$ cat src/sv/cdad_pkg.sv
// Package for the Gregorian date-plus-days core: transaction payload types,
// status codes, microcode format and the microcode program itself.
// No dependencies.
`default_nettype none

package cdad_pkg;

  // Input transaction payload
  typedef struct packed {
    logic [13:0] start_year;
    logic [3:0]  start_month;
    logic [4:0]  start_day;
    logic [15:0] day_count;
  } in_t;

  // Result transaction payload
  typedef struct packed {
    logic [13:0] result_year;
    logic [3:0]  result_month;
    logic [4:0]  result_day;
    logic [1:0]  status;
  } out_t;

  // Status codes
  typedef enum logic [1:0] {
    ST_OK      = 2'd0,
    ST_ZERO    = 2'd1,
    ST_INVALID = 2'd2
  } status_e;

  // Datapath operations, one per control word
  typedef enum logic [2:0] {
    OP_NOP,
    OP_DIV,
    OP_REM,
    OP_CHECK,
    OP_ADD,
    OP_WALK,
    OP_EMIT
  } uop_e;

  // Jump conditions: taken jumps go to the target, else to the next step
  typedef enum logic [2:0] {
    CND_NEVER,
    CND_ALWAYS,
    CND_NOSTART,
    CND_INVALID,
    CND_ZERO,
    CND_NOFIT
  } cond_e;

  localparam int unsigned UPC_W     = 3;
  localparam int unsigned PROG_LEN  = 7;

  // Program step addresses
  localparam logic [UPC_W-1:0] PC_IDLE  = 3'd0;
  localparam logic [UPC_W-1:0] PC_DIV   = 3'd1;
  localparam logic [UPC_W-1:0] PC_REM   = 3'd2;
  localparam logic [UPC_W-1:0] PC_CHECK = 3'd3;
  localparam logic [UPC_W-1:0] PC_ADD   = 3'd4;
  localparam logic [UPC_W-1:0] PC_WALK  = 3'd5;
  localparam logic [UPC_W-1:0] PC_EMIT  = 3'd6;

  // Reciprocal of 100: (y * DIV100_MUL) >> DIV100_SHIFT is exact for y < 43699
  localparam logic [12:0] DIV100_MUL   = 13'd5243;
  localparam int unsigned DIV100_SHIFT = 19;

  typedef struct packed {
    uop_e             op;
    cond_e            cond;
    logic [UPC_W-1:0] target;
  } uword_t;

  // Microcode ROM
  function automatic uword_t ucode_rom(input logic [UPC_W-1:0] pc);
    uword_t w;
    case (pc)
      PC_IDLE:  w = '{op: OP_NOP,   cond: CND_NOSTART, target: PC_IDLE};
      PC_DIV:   w = '{op: OP_DIV,   cond: CND_NEVER,   target: PC_IDLE};
      PC_REM:   w = '{op: OP_REM,   cond: CND_NEVER,   target: PC_IDLE};
      PC_CHECK: w = '{op: OP_CHECK, cond: CND_INVALID, target: PC_EMIT};
      PC_ADD:   w = '{op: OP_ADD,   cond: CND_ZERO,    target: PC_EMIT};
      PC_WALK:  w = '{op: OP_WALK,  cond: CND_NOFIT,   target: PC_WALK};
      PC_EMIT:  w = '{op: OP_EMIT,  cond: CND_ALWAYS,  target: PC_IDLE};
      default:  w = '{op: OP_NOP,   cond: CND_ALWAYS,  target: PC_IDLE};
    endcase
    return w;
  endfunction

  // Month length; zero for a month code outside 1..12
  function automatic logic [4:0] month_len(input logic [3:0] m, input logic leap);
    logic [4:0] len;
    case (m) inside
      4'd1, 4'd3, 4'd5, 4'd7, 4'd8, 4'd10, 4'd12: len = 5'd31;
      4'd4, 4'd6, 4'd9, 4'd11:                    len = 5'd30;
      4'd2:                                        len = leap ? 5'd29 : 5'd28;
      default:                                     len = 5'd0;
    endcase
    return len;
  endfunction

endpackage

`default_nettype wire

$ cat src/sv/calendar_date_add_days_core.sv
// Gregorian date plus day count, run by a small microcode program.
// Depends on cdad_pkg (payload types, status codes, microcode ROM).
// Steps: divide, remainder, check, add, walk, emit. An invalid date goes
// from the check step straight to the emit step, a zero count from the add
// step; else the walk step runs, one month per cycle, until the day fits.
// One transaction at a time: busy stays high from accept through the result
// strobe, and the next accept can come in the cycle after the result. Reset
// clears the step counter only; the result strobe cannot be stalled.
`default_nettype none

module calendar_date_add_days_core (
  input  wire logic         clk_i,
  input  wire logic         rst_ni,
  input  wire logic         start,
  output logic              busy,
  input  wire cdad_pkg::in_t  in_i,
  output logic              done_o,
  output cdad_pkg::out_t    res_o
);
  import cdad_pkg::*;

  // Sequencer state
  logic [UPC_W-1:0] upc_q, upc_d;
  uword_t           uw;

  // Datapath registers
  logic [13:0] year_q;
  logic [3:0]  month_q;
  logic [16:0] day_q;
  logic [15:0] count_q;
  status_e     status_q;
  logic [7:0]  quot_q;   // year / 100
  logic [6:0]  rem_q;    // year % 100
  logic [1:0]  quot4_q;  // (year / 100) % 4

  logic        leap;
  logic [4:0]  len;
  logic        fits;
  logic        invalid;
  logic        cond_hit;
  logic        accept;
  logic [26:0] prod;

  assign uw     = ucode_rom(upc_q);
  assign accept = start && !busy;

  // Leap rule from the tracked remainders
  assign leap    = (year_q[1:0] == 2'd0) && ((rem_q != 7'd0) || (quot4_q == 2'd0));
  assign len     = month_len(month_q, leap);
  assign fits    = day_q <= 17'(len);
  assign invalid = (len == 5'd0) || (day_q == 17'd0) || !fits;
  assign prod    = 27'(year_q) * 27'(DIV100_MUL);

  // Evaluate the jump condition of the current step
  always_comb begin
    case (uw.cond)
      CND_NEVER:   cond_hit = 1'b0;
      CND_ALWAYS:  cond_hit = 1'b1;
      CND_NOSTART: cond_hit = !start;
      CND_INVALID: cond_hit = invalid;
      CND_ZERO:    cond_hit = (count_q == 16'd0);
      CND_NOFIT:   cond_hit = !fits;
      default:     cond_hit = 1'b1;
    endcase
  end

  // Next step
  always_comb begin
    upc_d = cond_hit ? uw.target : upc_q + 3'd1;
  end

  // Step counter
  always_ff @(posedge clk_i or negedge rst_ni) begin
    if (!rst_ni) begin
      upc_q <= PC_IDLE;
    end else begin
      upc_q <= upc_d;
    end
  end

  // Handshake and result outputs
  always_comb begin
    busy                = (upc_q != PC_IDLE);
    done_o              = (uw.op == OP_EMIT);
    res_o.result_year   = year_q;
    res_o.result_month  = month_q;
    res_o.result_day    = day_q[4:0];
    res_o.status        = status_q;
  end

  // Datapath: act on the operation of the current step
  always_ff @(posedge clk_i) begin
    case (uw.op)
      OP_NOP: begin
        if (accept) begin
          year_q   <= in_i.start_year;
          month_q  <= in_i.start_month;
          day_q    <= 17'(in_i.start_day);
          count_q  <= in_i.day_count;
          status_q <= ST_OK;
        end
      end
      OP_DIV: begin
        quot_q <= prod[DIV100_SHIFT +: 8];
      end
      OP_REM: begin
        rem_q   <= 7'(year_q - 14'(quot_q) * 14'd100);
        quot4_q <= quot_q[1:0];
      end
      OP_CHECK: begin
        if (invalid) begin
          status_q <= ST_INVALID;
        end
      end
      OP_ADD: begin
        day_q    <= day_q + 17'(count_q);
        status_q <= (count_q == 16'd0) ? ST_ZERO : ST_OK;
      end
      OP_WALK: begin
        // Drop one month and advance, wrapping into January of next year
        if (!fits) begin
          day_q <= day_q - 17'(len);
          if (month_q == 4'd12) begin
            month_q <= 4'd1;
            year_q  <= year_q + 14'd1;
            if (year_q == 14'h3FFF || rem_q == 7'd99) begin
              rem_q   <= 7'd0;
              quot4_q <= (year_q == 14'h3FFF) ? 2'd0 : quot4_q + 2'd1;
            end else begin
              rem_q <= rem_q + 7'd1;
            end
          end else begin
            month_q <= month_q + 4'd1;
          end
        end
      end
      OP_EMIT: begin
        // hold
      end
      default: begin
        // hold
      end
    endcase
  end

  // Checks
  a_accept_busy: assert property (@(posedge clk_i) disable iff (!rst_ni)
    accept |=> busy) else $error("accepted transaction did not raise busy");

  a_done_idle: assert property (@(posedge clk_i) disable iff (!rst_ni)
    done_o |=> !busy) else $error("sequencer not idle after result");

  a_ok_date: assert property (@(posedge clk_i) disable iff (!rst_ni)
    (done_o && res_o.status == ST_OK) |->
      (res_o.result_month != 4'd0 && res_o.result_month <= 4'd12 &&
       res_o.result_day != 5'd0 && day_q[16:5] == 12'd0))
    else $error("ok result carries an impossible date");

endmodule

`default_nettype wire
$ cat config.mk
export PLATFORM = sky130hd
export DESIGN_NAME = calendar_date_add_days_core
export DESIGN_NICKNAME = d
export VERILOG_FILES = /design/src/sv/cdad_pkg.sv /design/src/sv/calendar_date_add_days_core.sv
export SDC_FILE = /design/constraint.sdc
export NUM_CORES = 1
export LEC_CHECK = 0
export BUFFER_PORTS_ARGS = -buffer_cell sky130_fd_sc_hd__buf_4
export CAP_MARGIN = 10
export CORE_MARGIN = 2
export CORE_UTILIZATION = 30
export DETAILED_ROUTE_END_ITERATION = 10
export PLACE_DENSITY = 0.49
export SLEW_MARGIN = 20
export SYNTH_ARGS = -nofsm -noshare
export SYNTH_HDL_FRONTEND = slang
export SYNTH_SLANG_ARGS = --single-unit
$ cat constraint.sdc
create_clock -name clk_i -period 6.6 [get_ports clk_i]
set_input_delay 0.66 -clock clk_i [delete_from_list [all_inputs] [get_ports clk_i]]
set_output_delay 0.66 -clock clk_i [all_outputs]
set_load 0.03 [all_outputs]
==> out/qor.yml, run 1 <==
status: "finished clean"
synth_cells: 822
cp-start-kind: "register"
drc: 0
cts_tree: "built"
start_util_pct: 30.3
wl_per_cell_um: 16.7
max_freq_mhz: 201
cts_buffer_depth: 2
grt_util_met1_pct: 22.0
wl_mm: 20.6
crit_arrival_ns: 5.08
vias: 5935
final_common_cell: "inv_1"
rsz0062_at_grt: "no"
clock_latency_ns: 0.35
die-area_um2: 28400
fin_crit_sh_pct: 75.4
seq_area_frac_synth_pct: 25.7
syn_area_um2: 8130
avgSynthCellArea_um2: 9.89
io_pins: 69
dp_hpwl_mm: 16.6
synth_edf_count: 67
worstSetupPathType: "register to register"
ys.flop_type: "edfxtp_1"
relSlewSlack_pct: 35.0
met3_usage_pct: 3.18
min_period_ns: 4.98
htreeDepth: 3
final_cell_mix: "148 x inv_1, 136 x ha_1, 72 x buf_4"
synth_area_leaders: "edfxtp_1 25%, ha_1 21%, fa_1 16%"
grt_max_degree: 54
tightest_slew_ns: 0.975
core_um2: 26800
cp_max_fo: 11
drv_slew: 0
ys_warn_count: 0
drtIter0Drc: 285
numCtsBuffers: 9
crit_path_end_kind: "register"
clk_pin_slew_ns: 0.07
grt_remaining_overflow: 0
fin_setup_tns_ns: 0
dr.pass1.iters: 4
fillCellCount: 2708
grt_pass1_wl_mm: 33.4
hold_violations: 0
cts_hold_repair.buffers: 0
synth_seq_cells: 70
nNetsFinal: 1131
fin_skew_ns: 0.0122
clkSinkCount: 70
rows: 60
place.gp.congestion: 0.828
setup_viol: 0
cap_viol_max_count: 0
vias_per_cell: 4.81
areaGrowthSynthToFinish_pct: 15.0
antenna_found_initial: 1
met2_usage_pct: 23.3
io_buffers: 68
synth_top_area_share_pct: 24.7
root_buffer: "clkbuf_16"
min-delay-path-class: "input port to asynchronous set/reset pin"
async_reset_ff_share_pct: 4.29
required_ns: 6.70
cts-resized-gates: 0
drive_gt1_share_pct: 10.6
track_usage_pct: 15.3
dieWidth_um: 169
die_h_um: 169
busiest_layer: "met2"
post_cts_buffers: 0
synth_nets: 1065
synth_cell_type_count: 52
grt_pass1_vias: 5967
ant_nets: 0
yosys.area.top_type: "edfxtp_1"
==> worst paths after layout <==
kind | startpoint | endpoint | slack (ns) | cells past startpoint
max in group asynchronous | rst_ni | upc_q[1] | 6.42 | 1
worst max register to register | year_q[11] | quot_q[3] | 1.62 | 16
worst min-delay path | rst_ni | upc_q[2] | 0.09 | 1
min in group clk_i | in_i[12] | count_q[12] | 0.48 | 1
worst max-delay path | year_q[11] | quot_q[3] | 1.62 | 16
worst min register to register | upc_q[0] | upc_q[0] | 0.53 | 1
==> worst max-delay path, stage by stage, from the launching register on <==
cell       delay [ns]
edfxtp_1         0.73
fa_1             0.52
ha_1             0.30
inv_1            0.05
fa_1             0.47
inv_1            0.05
fa_1             0.53
inv_1            0.05
fa_1             0.52
inv_1            0.04
ha_1             0.32
a21o_1           0.17
a221o_1          0.32
a2bb2oi_1        0.20
o31ai_1          0.15
a31oi_1          0.24
xnor2_1          0.08
==> synth_stat cells, drive strengths merged, types with 3 or more instances <==
library cell,n
inv,148
ha,136
edfxtp,67
fa,65
nand2,55
xnor2,44
o21ai,43
a21oi,27
nor2,27
a21o,19
nor3,16
nand3,15
o22ai,14
xor2,13
clkbuf,10
and3,9
nor4,9
o21a,9
buf,7
or4,7
a22oi,6
nand4,6
nor2b,6
a211oi,5
o31ai,5
or3,5
a31oi,4
nand2b,4
a2bb2oi,3
and2,3
dfrtp,3
o211ai,3
o221ai,3
o32ai,3
==> state kept, by name, indices dropped and copies added (netlist names), 3 cells and up <==
signal	flops
count_q	16
day_q	17
month_q	4
upc_q	3
year_q	14
rem_q	7
quot_q	5
==> layer usage <==
layer | routed length, um | part of all wire [%]
met5 | 0 | 0
met3 | 939 | 4.5
met2 | 8980 | 43
met1 | 10500 | 51
met4 | 236 | 1.1
==> through the flow <==
step | worst slack [ns] | hold WS, ns | area [um2] | utilization, % | instances
global placement | 1.64 | 0.454 | 9010 | 33.6 | 1218
finish | 1.62 | 0.0853 | 9350 | 34.9 | 1235
floorplan | 1.73 | 0.364 | 8130 | - | 822
detailed placement | 1.60 | 0.454 | 9010 | 33.6 | 1218
CTS | 1.59 | 0.0749 | 9340 | 34.9 | 1234
global route | 1.31 | 0.0771 | 9340 | 34.9 | 1234
==> cell type report <==
cell class                      instances  area (um2)  area share, %
Clock inverter                          7         106           1.14
Sequential cell                        70        2090           22.3
Tap cell                              341         427           4.56
Timing Repair Buffer                   72         541           5.78
Multi-Input combinational cell        587        5400           57.8
Clock buffer                            9         225           2.41
Inverter                              148         556           5.94
Antenna cell                            1        2.50         0.0268
==> cell families after synthesis <==
kind of cell	after synthesis	share of synthesized area, %
muxes	1	0.123
DFF	70	25.7
buffers and inverters	165	7.91
xor gates and xnor gates	57	6.14
adders and majority gates	201	36.9
and+or+nand+nor	168	10.2
AOI/OAI and AO/OA	160	13.0
Power of run 1 is not shown: default switching activity piles up to over one toggle a cycle in this logic, so the estimate is an artifact.
==> run 2, diff against run 1 <==
Settings changed: PLACE_DENSITY 0.49 to 0.5.
Clock period 6.6 ns to 4.5 ns, I/O delays scaled along.
==> run 2 against run 1 <==
The run now ends with negative setup slack left. Register-to-register slack got worse by 1.7 ns. Die area unchanged. Fmax increased by 8.9%. Sequential cell count unchanged. Critical path depth decreased by 1. Non-clock buffer count increased by 63. Cell count increased by 5.0%. Core utilization increased by 2.7 points. Worst setup slack got worse by 1.7 ns. Via count increased by 3.5%. Count of clock-buffer cells in the layout unchanged. Highest routed layer unchanged.
==> out/qor.yml, run 2 (same netlist as run 1, synthesis figures left out) <==
max_freq_mhz: 219  # +8.9%
cp-start-kind: "register"
root_buffer: "clkbuf_16"
preCtsSetupSlack_ns: -0.0807  # -1.68 ns
die_h_um: 169  # unchanged
final_common_cell: "inv_1"
crit_arrival_ns: 4.68  # -0.40 ns
grt_pass1_vias: 6327  # +6.0%
crit_top_cell: "fa_1"
crit_chain: "buf_6, buf_4, fa_2, ha_4, fa_1, fa_1, inv_1, fa_1, inv_1, ha_4, and3_4, o211ai_1, o31ai_4, a31oi_4, xnor2_1"
wl_per_cell_um: 15.9  # -5.1%
clkSinkCount: 70  # unchanged
reg_top3: "day_q x17, count_q x16, year_q x14"
ant_nets: 0  # unchanged
fin_skew_ns: 0.0120  # -0.000165 ns
rows: 60  # unchanged
diodes: 0  # -1
grt_pass1_wl_mm: 33.8  # +1.2%
die-area_um2: 28400  # unchanged
drtIter0Drc: 262  # -8.1%
clk_pin_slew_ns: 0.07  # about the same
io_buffers: 68  # unchanged
dp_hpwl_mm: 16.4  # -0.91%
core_um2: 26800  # unchanged
drive_gt1_share_pct: 19.8  # +9.1 points
fin_setup_tns_ns: -0.210  # -0.210 ns
tightest_slew_ns: 0.822  # -0.153 ns
violations: "negative setup slack"
drv_slew: 0  # unchanged
fillCellCount: 2644  # -2.4%
start_util_pct: 30.3  # unchanged
areaGrowthSynthToFinish_pct: 23.7
rsz0062_at_grt: "yes"
fin_crit_sh_pct: 102  # +26 points
cap_viol_max_count: 0  # unchanged
regMostFlops: "day_q"
clock_latency_ns: 0.35  # about the same
numCtsBuffers: 9  # unchanged
dieWidth_um: 169  # unchanged
grt_max_degree: 31  # -43%
min_period_ns: 4.57  # -0.406 ns
antenna_found_initial: 0  # -1
worstSetupPathType: "register to register"
hold_violations: 0  # unchanged
nNetsFinal: 1194  # +5.6%
drc: 0  # unchanged
largest_reg_flops: 17  # unchanged
crit_slowest_cell: "fa_1"
place.gp.congestion: 0.856  # +3.4%
track_usage_pct: 15.2  # -0.045 points
cp_max_fo: 4  # -7
setup_viol: 4  # +4
htreeDepth: 3  # unchanged
crit_path_end_kind: "register"
cpPeakStageDelay_ns: 0.52  # -0.21 ns
vias_per_cell: 4.73  # -1.5%
status: "complete, but fails checks"
relSlewSlack_pct: 45.2  # +10 points
grt_remaining_overflow: 0  # unchanged
min-delay-path-class: "input port to register"
wl_mm: 20.6  # -0.31%
final_cell_mix: "141 x inv_1, 125 x buf_4, 122 x ha_1"
dr.pass1.iters: 5  # +1
cts_tree: "built"
cp_top_family: "adder cells"
crit_buf_inv: 4  # unchanged
io_pins: 69  # unchanged
vias: 6140  # +3.5%
required_ns: 4.60  # -2.10 ns
layout_setup_ws_ns: -0.0733  # -1.69 ns
cts_buffer_depth: 2  # unchanged
-- run 2: changes by cell type in the layout (fill, tap and decap cells not counted), sizes merged --
cell	previous run	this run
diode	1	0
inv	150	149
buf	72	134
bufinv	2	0
clkinvlp	0	3
dlygate4sd3	0	1
-- run 2: metal layers --
| layer | wire [um] | GRT usage (%) | up-vias |
|---|---|---|---|
| li1 | - | - | 3097 |
| met1 | 10300 | 21.4 | 2940 |
| met2 | 9370 | 24.5 | 84 |
| met3 | 573 | 2.62 | 19 |
| met4 | 301 | 3.67 | 0 |
| met5 | 0 | 0 | - |
-- run 2: worst register-to-register path: cells and delay by family (launching register included) --
family	cells	cell delay (ns)
fa+ha+maj	6	2.41
compound gates	3	0.66
flops	1	0.51
buf+inv	4	0.42
simple gates	1	0.18
xor+xnor	1	0.14
-- run 2: layout make-up --
type | instances | area, um2 | area share (%)
Inverter | 148 | 556 | 5.52
Timing Repair Buffer | 135 | 1060 | 10.5
Clock inverter | 7 | 48.8 | 0.485
Multi-Input combinational cell | 587 | 5660 | 56.2
Sequential cell | 70 | 2090 | 20.7
Tap cell | 341 | 427 | 4.24
Clock buffer | 9 | 225 | 2.24
-- run 2: stage by stage --
step	cells	hold WS [ns]	cell area, um2	util, %
after global placement	1260	0.246	9380	35.0
after global routing	1297	0.253	10100	37.5
after detailed placement	1260	0.245	9380	35.0
final	1297	0.271	10100	37.5
after floorplan	822	0.154	8180	-
after CTS	1297	0.259	10000	37.4
-- run 2: what timing repair did --
action	CTS	global route
pin swaps	17	4
setup endpoints to repair	4	5
endpoints found under the hold margin	3	0
setup buffers	21	0
resized for setup	31	6
hold buffers	1	0
cloned	0	0
-- run 2: final timing paths --
check                               start          to  slack [ns]  depth (start not counted)
worst max register to register  year_q[8]   quot_q[3]       -0.07                         15
worst max-delay path            year_q[8]   quot_q[3]       -0.07                         15
worst min-delay path              in_i[4]  count_q[4]        0.27                          1
worst min register to register   upc_q[0]    upc_q[0]        0.52                          1
max in group asynchronous          rst_ni    upc_q[0]        3.94                          2
min in group asynchronous          rst_ni    upc_q[1]        0.46                          2
Power of run 2 is left out for the same reason.
==> run 3, diff against run 2 <==
Settings changed: PLACE_DENSITY 0.5 to 0.49, SKIP_CTS_REPAIR_TIMING from default to 1.
Clock period 4.5 ns to 5.3 ns, I/O delays scaled along.
==> run 3 against run 2 <==
The flow now finishes without violations. Via count fell by 4.1%. Hold slack improved by 0.088 ns. Clock skew fell by 0.0013 ns. Worst setup slack improved by 0.41 ns. Cell count fell by 4.0%. Sequential cell count did not move. Critical path type unchanged.
==> out/qor.yml, run 3 (same netlist as run 1, synthesis figures left out) <==
nNetsFinal: 1142  # -4.4%
io_buffers: 68  # unchanged
cpPeakStageDelay_ns: 0.66  # +0.14 ns
layoutNonFillerInstCount: 1245  # -4.0%
required_ns: 5.40  # +0.80 ns
cp_max_fo: 10  # +6
min-delay-path-class: "input port to register"
reg_top3: "day_q x17, count_q x16, year_q x14"
clkSinkCount: 70  # unchanged
crit_buf_inv: 4  # unchanged
met3_usage_pct: 1.85  # -0.77 points
wl_per_cell_um: 16.5  # +4.1%
clock_latency_ns: 0.35  # about the same
dieWidth_um: 169  # unchanged
vias_per_cell: 4.73  # -0.13%
grt_util_met1_pct: 23.0  # +1.6 points
io_pins: 69  # unchanged
rsz0062_at_grt: "no"
die_h_um: 169  # unchanged
busiest_layer: "met2"
final_cell_mix: "148 x inv_1, 136 x ha_1, 82 x buf_4"
place.gp.congestion: 0.841  # -1.7%
dp_hpwl_mm: 16.8  # +2.0%
setup_viol: 0  # -4
root_buffer: "clkbuf_16"
min_period_ns: 4.96  # +0.387 ns
htreeDepth: 3  # unchanged
crit_chain: "fa_1, ha_1, inv_1, fa_1, inv_1, fa_1, inv_1, fa_1, inv_1, ha_1, a21o_1, a221o_1, a2bb2oi_1, o31ai_1, a31oi_1, xnor2_1"
crit_arrival_ns: 5.06  # +0.38 ns
dr.pass1.iters: 4  # -1
vias: 5886  # -4.1%
tightest_slew_ns: 0.957  # +0.135 ns
antenna_found_initial: 0  # unchanged
diodes: 0  # unchanged
wl_mm: 20.6  # about the same
crit_path_end_kind: "register"
grt_max_degree: 54  # +74%
grt_pass1_wl_mm: 33.9  # +0.14%
track_usage_pct: 15.4  # +0.22 points
relSlewSlack_pct: 36.2  # -9.0 points
place_inst: 1228  # -2.5%
cap_viol_max_count: 0  # unchanged
max_freq_mhz: 202  # -7.8%
status: "finished clean"
cts_buffer_depth: 2  # unchanged
cp_top_family: "adder cells"
drc: 0  # unchanged
clk_pin_slew_ns: 0.07  # about the same
rows: 60  # unchanged
cts_tree: "built"
numCtsBuffers: 9  # unchanged
fin_crit_sh_pct: 93.6  # -8.0 points
drv_slew: 0  # unchanged
die-area_um2: 28400  # unchanged
fin_skew_ns: 0.0107  # -0.00129 ns
hold_violations: 0  # unchanged
largest_reg_flops: 17  # unchanged
grt_remaining_overflow: 0  # unchanged
areaGrowthSynthToFinish_pct: 15.3
start_util_pct: 30.3  # unchanged
regMostFlops: "day_q"
cp-start-kind: "register"
drtIter0Drc: 215  # -18%
final_common_cell: "inv_1"
ant_nets: 0  # unchanged
worstSetupPathType: "register to register"
met2_usage_pct: 23.7  # -0.84 points
core_um2: 26800  # unchanged
drive_gt1_share_pct: 11.6  # -8.2 points
grt_pass1_vias: 6103  # -3.5%
crit_slowest_cell: "edfxtp_1"
fin_setup_tns_ns: 0  # +0.210 ns
-- run 3: routing by layer --
metal	share of wire, %	up-vias
met4	1.1	0
met5	0	-
met1	53	2798
met2	44	77
met3	2.0	14
li1	-	2997
-- run 3: worst paths after layout --
path | start | end | slack [ns] | depth (start not counted)
max | year_q[10] | quot_q[3] | 0.34 | 16
min | in_i[6] | count_q[6] | 0.36 | 1
max reg2reg | year_q[10] | quot_q[3] | 0.34 | 16
min reg2reg | upc_q[0] | upc_q[0] | 0.54 | 1
max in group asynchronous | rst_ni | upc_q[2] | 4.66 | 2
min in group asynchronous | rst_ni | upc_q[0] | 0.54 | 2
-- run 3: metrics by stage --
stage	hold WS (ns)	setup WS (ns)	util, %	area [um2]
floorplan	0.234	0.428	-	8130
global placement	0.323	0.466	33.9	9090
detailed placement	0.327	0.368	33.9	9090
CTS	-0.0455	0.346	35.0	9370
global route	0.345	0.0265	35.0	9380
finish	0.359	0.339	35.0	9380
-- run 3: layout make-up --
class,instances,area (um2)
Clock inverter,7,55.1
Inverter,148,556
Fill cell,2741,17400
Clock buffer,9,225
Timing Repair Buffer,83,626
Multi-Input combinational cell,587,5400
Sequential cell,70,2090
Tap cell,341,427
-- run 3: worst reg2reg max path: cells and delay by family, from the launching register on --
kind / cells / cell delay [ns]
compound gates: 5 / 1.10
xor+xnor: 1 / 0.08
fa+ha+maj: 6 / 2.67
buf+inv: 4 / 0.21
flops: 1 / 0.66
Power of run 3 is left out for the same reason.
